### src/rtl/twcc_pkg.sv
`timescale 1ns / 1ps
// ----------------------------------------------------------------------------
// twcc_pkg
// shared types and constants of the three way coincidence counter
// ----------------------------------------------------------------------------
package twcc_pkg;

  localparam int HODO_SEGMENTS_DEF = 15;
  localparam int UP_SEGMENTS_DEF   = 22;
  localparam int DOWN_SEGMENTS_DEF = 32;
  localparam int COUNT_WIDTH_DEF   = 32;

  localparam int CUT_W   = 24;
  localparam int RATIO_W = 17;
  localparam int PADDR_W = 4;

  localparam logic [CUT_W-1:0]   CUT_HODO_RST = 24'd100000;
  localparam logic [CUT_W-1:0]   CUT_UP_RST   = 24'd40000;
  localparam logic [CUT_W-1:0]   CUT_DOWN_RST = 24'd40000;
  localparam logic [RATIO_W-1:0] RATIO_FULL   = 17'd100000;

  // register indexes
  typedef enum logic [1:0] {
    REG_CUT_HODO = 2'd0,
    REG_CUT_UP   = 2'd1,
    REG_CUT_DOWN = 2'd2,
    REG_NONE     = 2'd3
  } reg_idx_e;

  typedef enum logic [1:0] {
    REQ_HIT   = 2'd0,
    REQ_EOE   = 2'd1,
    REQ_QUERY = 2'd2,
    REQ_NOP   = 2'd3
  } req_e;

  typedef enum logic [1:0] {
    DET_HODO = 2'd0,
    DET_UP   = 2'd1,
    DET_DOWN = 2'd2,
    DET_NONE = 2'd3
  } det_e;

  typedef enum logic [3:0] {
    ST_CLR, ST_IDLE, ST_EOE, ST_HS, ST_HW, ST_US, ST_DS, ST_TW,
    ST_QRD, ST_QMUL, ST_QINIT, ST_QDIV, ST_QOUT
  } state_e;

  typedef struct packed {
    logic clr_we;
    logic hit;
    logic q_latch;
    logic mask_clr;
    logic any_inc;
    logic h_clr;
    logic h_inc;
    logic u_clr;
    logic u_inc;
    logic d_clr;
    logic d_inc;
    logic hodo_rd;
    logic hodo_wr;
    logic tri_rd;
    logic tri_wr;
    logic q_rd;
    logic mul;
    logic div_init;
    logic div_step;
    logic out_load;
  } cmd_t;

  typedef struct packed {
    logic clr_last;
    logic h_any;
    logic h_bit;
    logic h_last;
    logic u_bit;
    logic u_last;
    logic d_bit;
    logic d_last;
    logic q_oor;
    logic div_last;
    logic out_free;
  } stat_t;

endpackage

### src/rtl/twcc_ctrl.sv
`timescale 1ns / 1ps
// ----------------------------------------------------------------------------
// twcc_ctrl
// sequencer: clearing sweep, end of event walk, query and division steps
// ----------------------------------------------------------------------------
module twcc_ctrl (
  input  logic            clk_i,
  input  logic            rst_ni,
  input  logic            in_valid_i,
  input  logic [1:0]      req_type_i,
  output logic            in_stall_o,
  input  twcc_pkg::stat_t stat_i,
  output twcc_pkg::cmd_t  cmd_o
);
  import twcc_pkg::*;

  state_e state_q, state_d;

  always_ff @(posedge clk_i or negedge rst_ni) begin
    if (!rst_ni) begin
      state_q <= ST_CLR;
    end else begin
      state_q <= state_d;
    end
  end

  always_comb begin
    state_d    = state_q;
    cmd_o      = '0;
    in_stall_o = (state_q != ST_IDLE);
    case (state_q)
      ST_CLR: begin
        cmd_o.clr_we = 1'b1;
        if (stat_i.clr_last) state_d = ST_IDLE;
      end
      ST_IDLE: begin
        if (in_valid_i) begin
          case (req_e'(req_type_i))
            REQ_HIT:   cmd_o.hit = 1'b1;
            REQ_EOE:   state_d = ST_EOE;
            REQ_QUERY: begin
              cmd_o.q_latch = 1'b1;
              state_d       = ST_QRD;
            end
            default: ;
          endcase
        end
      end
      ST_EOE: begin
        if (stat_i.h_any) begin
          cmd_o.any_inc = 1'b1;
          cmd_o.h_clr   = 1'b1;
          state_d       = ST_HS;
        end else begin
          cmd_o.mask_clr = 1'b1;
          state_d        = ST_IDLE;
        end
      end
      ST_HS: begin
        if (stat_i.h_bit) begin
          cmd_o.hodo_rd = 1'b1;
          state_d       = ST_HW;
        end else if (!stat_i.h_last) begin
          cmd_o.h_inc = 1'b1;
        end else begin
          cmd_o.mask_clr = 1'b1;
          state_d        = ST_IDLE;
        end
      end
      ST_HW: begin
        cmd_o.hodo_wr = 1'b1;
        cmd_o.u_clr   = 1'b1;
        state_d       = ST_US;
      end
      ST_US, ST_DS, ST_TW: begin
        // advance d, then u, then h as each runs out
        if (state_q == ST_US && stat_i.u_bit) begin
          cmd_o.d_clr = 1'b1;
          state_d     = ST_DS;
        end else if (state_q == ST_DS && stat_i.d_bit) begin
          cmd_o.tri_rd = 1'b1;
          state_d      = ST_TW;
        end else begin
          if (state_q == ST_TW) cmd_o.tri_wr = 1'b1;
          if (state_q != ST_US && !stat_i.d_last) begin
            cmd_o.d_inc = 1'b1;
            state_d     = ST_DS;
          end else if (!stat_i.u_last) begin
            cmd_o.u_inc = 1'b1;
            state_d     = ST_US;
          end else if (!stat_i.h_last) begin
            cmd_o.h_inc = 1'b1;
            state_d     = ST_HS;
          end else begin
            cmd_o.mask_clr = 1'b1;
            state_d        = ST_IDLE;
          end
        end
      end
      ST_QRD: begin
        if (stat_i.q_oor) begin
          state_d = ST_QOUT;
        end else begin
          cmd_o.q_rd = 1'b1;
          state_d    = ST_QMUL;
        end
      end
      ST_QMUL: begin
        cmd_o.mul = 1'b1;
        state_d   = ST_QINIT;
      end
      ST_QINIT: begin
        cmd_o.div_init = 1'b1;
        state_d        = ST_QDIV;
      end
      ST_QDIV: begin
        cmd_o.div_step = 1'b1;
        if (stat_i.div_last) state_d = ST_QOUT;
      end
      ST_QOUT: begin
        if (stat_i.out_free) begin
          cmd_o.out_load = 1'b1;
          state_d        = ST_IDLE;
        end
      end
      default: state_d = ST_IDLE;
    endcase
  end

endmodule

### config.mk
export PLATFORM = sky130hd
export DESIGN_NAME = twcc_ctrl
export DESIGN_NICKNAME = d
export VERILOG_FILES = /design/src/rtl/twcc_pkg.sv /design/src/rtl/twcc_ctrl.sv
export SDC_FILE = /design/constraint.sdc
export NUM_CORES = 1
export LEC_CHECK = 0
export ABC_AREA = 1
export ABC_CLOCK_PERIOD_IN_PS = 1310
export BUFFER_PORTS_ARGS = -buffer_cell sky130_fd_sc_hd__buf_2
export CELL_PAD_IN_SITES_DETAIL_PLACEMENT = 0
export CELL_PAD_IN_SITES_GLOBAL_PLACEMENT = 1
export CORE_ASPECT_RATIO = 0.7
export CORE_MARGIN = 3
export CORE_UTILIZATION = 26
export DETAILED_ROUTE_END_ITERATION = 7
export GPL_ROUTABILITY_DRIVEN = 0
export PLACE_DENSITY_LB_ADDON = 0.1
export SLEW_MARGIN = 20
export SYNTH_ARGS = -nofsm -noshare
export SYNTH_HDL_FRONTEND = slang
export SYNTH_SLANG_ARGS = --single-unit
### constraint.sdc
create_clock -name clk_i -period 1.31 [get_ports clk_i]
set_input_delay 0.1965 -clock clk_i [delete_from_list [all_inputs] [get_ports clk_i]]
set_output_delay 0.1965 -clock clk_i [all_outputs]
set_load 0.005 [all_outputs]
Yosys cells after proc, flatten, opt, wreduce, memory -nomap -nowiden
Index checks and enable logic that the tools add are counted.
Widths: inputs -> output; s select.
- input port bits: 16
- memory bits (writable): 0
- latch bits: 0
- memories: 0
- memory bits (read-only): 0
- output and inout port bits: 21
- bits in registers: 4
- shift operators: 0
- div/mod/pow operators: 0
- mux-type cells: 61
- add/subtract/negate cells: 0
- bitwise operators: 0
- reductions and logical operators: 8
- magnitude comparators: 0
- multipliers: 0
- eq/ne operators: 22
- operators with widths (kind ; number):
    $pmux 4 s11 ; 1
    $mux 4 ; 10
    $mux 1 ; 37
    $eq 4x4->1 const B ; 5
    $eq 4x3->1 const B ; 4
    $mux 2 ; 8
    $eq 4x2->1 const B ; 2
    $ne 2x2->1 const B ; 4
    $pmux 4 s2 ; 1
    $mux 3 ; 2
    $reduce_and 6->1 ; 1
    $eq 4x1->1 const B ; 1
    $logic_not 4->1 ; 1
    $ne 4x1->1 const B ; 1
    $ne 4x3->1 const B ; 1
    $logic_and 1x1->1 ; 3
    $ne 3x1->1 const B ; 1
    $ne 3x3->1 const B ; 1
    $pmux 1 s3 ; 1
    $reduce_or 3->1 ; 1
    $eq 2x1->1 const B ; 1
    $eq 2x2->1 const B ; 1
    $logic_not 2->1 ; 1
    $pmux 1 s2 ; 1
    $logic_not 1->1 ; 1

Longest topological paths before layout
Gate-level depths: netlist of run 1.
- word-level depth: 6
- mapped depth: 10

Worst setup path before layout of run 1
Ideal clock, no wire load.
- path type: register -> output
- start point: register state_q[3]
- end point: output cmd_o[11] (netlist bit)
- data required time: 1.113 ns
- path buffers: 0
- stages on the path, launching flop included: 6
- setup slack: 0.031 ns
- arrival time: 1.083 ns
- path through: dfrtp_1 -> nor2_4 -> inv_1 -> nor2_2 -> nand2_1 -> nor3_1
- RTL lines (what ; RTL line ; source):
    start: declaration ; twcc_ctrl.sv:17 ; state_e state_q, state_d;
    start signal: assignment ; twcc_ctrl.sv:23 ; state_q <= state_d;
    end: declaration ; twcc_ctrl.sv:13 ; output twcc_pkg::cmd_t cmd_o

==> results of run 1 <==
## area by class of cell
cell class / instances / area [µm²]
fill: 219 / 972.2
multi-input combinational: 94 / 555.5
timing repair buffer: 70 / 471.7
inverter: 28 / 110.1
sequential: 4 / 103.9
clock buffer: 3 / 41.29
tap: 32 / 40.04
## worst paths after layout
path                       cells after the start  slack [ns]       start         end
max                                            7       -0.36  state_q[3]   cmd_o[11]
min reg2reg                                    6        0.84  state_q[2]  state_q[3]
max reg2reg                                    7       -0.20  state_q[0]  state_q[0]
min in group clk_i                             3        0.32  stat_i[10]  state_q[0]
max in group asynchronous                      2        0.87      rst_ni  state_q[0]
min                                            2        0.31      rst_ni  state_q[2]
## synth_stat cells (all sizes together)
cell type,n,area share
nand3,10,0.098
nand4,1,0.0094
a21oi,1,0.0075
inv,28,0.16
nor2,31,0.22
nand2,40,0.23
dfrtp,4,0.15
nor3,3,0.023
nor4,1,0.0094
ha,2,0.038
buf,2,0.023
o21ai,5,0.038
## per-layer routing
| layer | up-vias | global-route usage | part of all wire |
|---|---|---|---|
| met5 | - | 0 | 0 |
| met4 | 0 | 0.03041 | 0.0077 |
| met3 | 2 | 0.03009 | 0.076 |
| met2 | 41 | 0.1993 | 0.43 |
| met1 | 430 | 0.2132 | 0.48 |
| li1 | 523 | - | - |
## kinds of logic (layout without fill, tap and decap cells)
family          after synthesis  in the layout
flops                         4              4
fa+ha+maj                     2              2
simple gates                 86             86
buf+inv                      30            101
compound gates                6              6
## per-stage QoR
step,worst slack (ns),util,instances,power [µW]
4_1_cts,-0.3143,0.4940,218,1891
5_1_grt,-0.4651,0.5763,231,2464
3_5_place_dp,-0.1368,0.4389,212,1460
2_1_floorplan,0.03056,-,128,938.1
3_3_place_gp,-0.1827,0.4389,212,1455
6_report,-0.3573,0.5763,231,2258
## power by group through the flow
| stage | clock network, µW | logic (µW) | registers (µW) |
|---|---|---|---|
| after CTS | 267 | 1350 | 272 |
| after floorplan | 0 | 684 | 254 |
| after global placement | 0 | 1200 | 255 |
| after detailed placement | 0 | 1200 | 257 |
| final | 261 | 1720 | 274 |
| after global routing | 273 | 1900 | 287 |
## critical path: stages (launching register included)
cell and delay (ns):
dfrtp_2 0.43, nor2_4 0.16, buf_4 0.13, inv_2 0.04, nor2_4 0.12, nand2_1 0.10, nor3_2 0.15, buf_2 0.13
## what timing repair did
item / 4_1_cts / 5_1_grt
pin swaps: 4 / 13
setup endpoints to repair: 25 / 25
endpoints found under the hold margin: 4 / 0
hold buffers: 1 / 0
resized for setup: 21 / 26
setup buffers: 2 / 13
==> impl_results.md, run 1 <==
* Critical Path AT at approximately 1.5 ns
* Cell area after layout at between 1000 and 1500 µm²
* Part of the power in registers at 0.121
* Comb power frac at 0.763
* CP Capture Type: primary output
* DPL Wire Length at 1.819 mm
* DIE HEIGHT at between 40 and 50 µm
* Unrepaired setup endpoints after global routing: yes
* Most frequent cells in the layout: buf_2 (36), nand2_1 (30), buf_4 (24), inv_1 (21), nor2_1 (19)
* Pin count of the biggest net entering global routing at 7
* Endpoints failing setup at 25
* Number of flip-flops in the largest register at 4
* Routed WL per cell at slightly above 10 µm
* Worst Hold Class: in -> async
* Antenna violations before repair at 0
* Static Leak at approximately 0.0008 µW
* Die Wd at around 67 µm
* Initial DRC Count at 38
* PwrDens at 1707 nW/µm²
* Die area at ~3200 µm²
* Antenna Nets Post-Route at 0
* Max Fanout on Critical Path at 5
* Layout Nets at 219
* Setup TNS at -5.047 ns
* Max Slew Vio Count at 0
* Outcome: complete, but fails checks
* First-pass GRT wire length at between 3 and 4 mm
* Clock power frac at 0.116
* Setup Skew at approximately 0.0007 ns
* Max-cap violations at 0
* Max IR drop VDD at a little over 0.8 mV
* Simple-Gate Fraction of Synth Area at 0.5872
* Post-synthesis adder-cell area fraction at 0.03752
* Clock Latency Late Sink at 0.22 ns
* Vias per cell at ~4.3
* Post-synthesis cell area at 666.9 µm²
* Fin crit share at 1.273
* Net Sw Power at around 1000 µW
* Netlist cell types at 18
* CP Launch Type: flip-flop
* P_int at about 1200 µW
* Hold slack final at roughly 0.31 ns
* Core area at approximately 2300 µm²
* Period minus WS final at about 1.7 ns
* Worst EP required at 1.11 ns
* CTS max path bufs at 2
* CTS Root Cell: clkbuf_8
* Failing checks: negative setup slack
* CTS tree: done
* Synthesized flop and latch total at 4
* Clock-pin transition on the worst setup and hold timing paths at 0.03 ns
* Crit Path Class: reg -> out
* Max-slew headroom at 0.7425
* Switching Share at 0.4636
* Regs by FF count: state_q: 4 flops
* GRT overflow at 0
* WL final at between 2 and 2.5 mm
* Syn Area/Cell at 5.210 µm²
* Vias in the first global route at 813
* Clk sinks at 4
* Drt first pass iters at 4
* Remaining DRCs at 0
* Routed via count at ~1000
* Final Hold Viols at 0
* Antenna diode count at 0
* PortBufs at 36
* PnR worst setup slack at -0.3573 ns
* Cells after synthesis at between 100 and 150
* Largest Register: state_q
* Seq/Total Area, Yosys at 0.1501
* Multiplexer area fraction after synthesis at 0
* Compound-gate portion of the synthesized area at 0.04503
* CTS buffer count at 3
* Most common cell after layout, fill and taps aside: buf_2
* Post-Syn Nets at roughly 150
* Worst-Margin Slew at 0.3858 ns
* Achievable Freq at 599.8 MHz
* Largest family of logic cells by synthesized area: simple AND/OR/NAND/NOR gates
* Post-synthesis xor/xnor area fraction at 0
* Row count at 14
* Layout cell share with drive strength beyond 1 at 0.5477
* Total track usage at 0.1402
* H-tree levels at 1
* Layout area overhead at 98.31%
* Synth warnings at 0
* Top-Level Pins at 37
* DP Area at roughly 1000 µm²
* Initial core utilization at 0.2906
Note: power is estimated with default switching activity, not from simulation.
==> run 2: changes to the inputs <==
- ABC_AREA: 1 -> default
- CORE_UTILIZATION: 26 -> 29
==> impl_results.md, run 2 <==
* Max Fanout on Critical Path at 7
* Number of cells on the worst hold path at 4
* Max-slew headroom at 0.7843
* Worst Hold End: state_q[3]
* R2r startpoint: state_q[1]
* Initial core utilization at 0.3164
* Die area at approximately 3100 µm²
* Total track usage at 0.2076
* CTS max path bufs at 2
* Post-synthesis adder-cell area fraction at 0.03527
* Post-synthesis xor/xnor area fraction at 0
* Pre-CTS setup slack at -0.2275 ns
* Pin count of the biggest net entering global routing at 13
* WL final at between 3 and 4 mm
* Achievable Freq at roughly 570 MHz
* Seq. cell area at 105.1 µm²
* Synth warnings at 0
* PnR worst setup slack at -0.4550 ns
* Cell with the most instances after synthesis: nand2_1
* Number of flip-flops in the largest register at 4
* RR Endpoint: state_q[0]
* Layout Nets at 205
* Period minus WS final at about 1.8 ns
* Row count at 14
* GRT overflow at 0
* Worst-path cell chain: buf_4 -> buf_6 -> or2_4 -> buf_6 -> nor2_4 -> buf_2
* Netlist cell types at 38
* Antenna diode count at 0
* Multi-input combinational cell area at 664.4 µm²
* Unrepaired setup endpoints after global routing: yes
* Post-synthesis async set-or-reset flop share at 1.000
* Failing checks: negative setup slack
* Seq/Total Area, Yosys at 0.1411
* Total power at 2585 µW
* Share of the synthesized area in the top cell type at 0.1411
* Multiplexer area fraction after synthesis at 0
* Max IR drop VDD at 0.6756 mV
* Cell taking the most area after synthesis: dfrtp_1
* Hold slack final at 0.2640 ns
* Setup Skew at roughly 0.0020 ns
* Most used DFF post-synth: dfrtp_1
* Area contributors post-synth: dfrtp_1 (14%), nor3_1 (6.3%), nand2_1 (6.3%)
* Cell depth of the worst flop-to-flop path at 6
* Worst path most repeated cell: buf_6
* Drt first pass iters at 4
* PortBufs at 36
* DIE HEIGHT at between 40 and 50 µm
* Clk sinks at 4
* Worst reg2reg setup slack at -0.36 ns
* Slowest stage cell, crit path: dfrtp_2
* CTS buffer count at 3
* Synthesized flop and latch total at 4
* Crit-path max cell delay at between 0.4 and 0.5 ns
* Most frequent cells in the layout: buf_2 (35), buf_4 (32), buf_6 (11), nor2_1 (9), a21oi_1 (7)
* Worst Setup SP: state_q[1]
* Cells after synthesis at roughly 110
* Post-synth EDFFs at 0
* Static Leak at between 0.0007 and 0.0008 µW
* Largest Register: state_q
* Top-Level Pins at 37
* Compound-gate portion of the synthesized area at 0.2399
* # fillers at about 210
* Routed WL per cell at 13.87 µm
* Routed via count at between 1000 and 1500
* Outcome: complete, but fails checks
* Max-cap violations at 0
* Hold path start: stat_i[0]
* Antenna violations before repair at 0
* CTS tree: done
* Endpoints failing setup at 25
* Max Slew Vio Count at 0
* Worst-Margin Slew at approximately 0.32 ns
* Final Hold Viols at 0
* Worst Hold Class: in -> reg
* Simple-Gate Fraction of Synth Area at 0.4762
* Clock Latency Late Sink at 0.24 ns
* Vias in the first global route at 1070
* Layout cell share with drive strength beyond 1 at 0.6505
* Core area at ~2200 µm²
* Worst EP required at 1.11 ns
* Regs by FF count: state_q: 4 flops
* CP Capture Type: primary output
* First-pass GRT wire length at roughly 4.9 mm
* Critical Path AT at between 1.5 and 2 ns
* CTS Root Cell: clkbuf_4
* Fin crit share at 1.347
* Antenna Nets Post-Route at 0
* PwrDens at between 1500 and 2000 nW/µm²
* Vias per cell at a little over 5
* Crit Path Class: reg -> out
* Largest family of logic cells by synthesized area: simple AND/OR/NAND/NOR gates
* CP Launch Type: flip-flop
* Layout area overhead at 108.3%
* DPL Wire Length at around 2.1 mm
* Post-synthesis cell area at around 700 µm²
* Post-Syn Nets at about 130
* Initial DRC Count at 38
* Die Wd at roughly 65 µm
* Top cells by count, synth: nand2_1 (12), nor2_1 (11), nor3_1 (9), a21oi_1 (7), inv_1 (7)
* Syn Area/Cell at between 6 and 7 µm²
* Remaining DRCs at 0
* Most common cell after layout, fill and taps aside: buf_2
* Clock-pin transition on the worst setup and hold timing paths at 0.04 ns
* H-tree levels at 1
run 2: cell count changes after synthesis, sizes merged, moves of 3 or more:
cell	change
a21oi	+6
and3	+3
buf	+5
inv	-20
nand2	-28
nand3	-7
nor2	-20
nor2b	+6
nor3	+6
run 2: power breakdown:
group	switching (µW)	total [µW]	internal, µW
Sequential	108	294	186
Combinational	951	2120	1160
Clock	60.9	176	115
Total	1120	2590	1470
run 2: worst max-delay path by stage:
stage	endpoint	slack [ns]	cells past startpoint
6_report	cmd_o[12]	-0.46	6
3_5_place_dp	state_q[0]	-0.23	5
2_1_floorplan	cmd_o[16]	-0.04	5
4_1_cts	cmd_o[16]	-0.41	5
3_3_place_gp	cmd_o[16]	-0.28	5
5_1_grt	cmd_o[16]	-0.55	5
run 2: what timing repair did:
item,in CTS,in global routing
endpoints found under the setup margin,25,25
buffers inserted,10,7
hold buffers,1,0
pin swaps,9,12
gates resized for setup,43,10
endpoints found under the hold margin,4,0
run 2: metrics by stage:
stage / cells / TNS, ns / util / instance area [µm²]
6_report: 218 / -8.162 / 0.6590 / 1478
2_1_floorplan: 109 / -0.1108 / - / 745.7
5_1_grt: 218 / -9.841 / 0.6590 / 1478
3_5_place_dp: 197 / -2.940 / 0.5045 / 1131
3_3_place_gp: 197 / -3.093 / 0.5045 / 1131
4_1_cts: 212 / -6.426 / 0.6217 / 1394
run 2: per-layer routing:
metal  part of all wire  wire length (µm)  track usage
met1               0.46              1394       0.2807
met2               0.49              1496       0.3699
met3              0.039               117      0.03589
met4             0.0050                15      0.01240
met5                  0                 0            0
run 2: kinds of logic after synthesis:
| kind of cell | Yosys count |
|---|---|
| AO/OA/AOI/OAI | 25 |
| adder cells (fa/ha/maj) | 2 |
| buffers and inverters | 17 |
| AND/OR/NAND/NOR | 61 |
| flip-flops | 4 |
run 2: final cells by class:
class / instances / share of cell area
Clock buffer: 4 / 0.01778
Inverter: 8 / 0.02540
Multi-Input combinational cell: 88 / 0.4496
Sequential cell: 4 / 0.07113
Tap cell: 32 / 0.02710
Timing Repair Buffer: 82 / 0.4090
run 2: worst max-delay path: cells and delay by family, from the launching register on:
| kind | cells | cell delay (ns) |
|---|---|---|
| flip-flops | 1 | 0.46 |
| buffers and inverters | 4 | 0.52 |
| AND/OR/NAND/NOR | 2 | 0.35 |
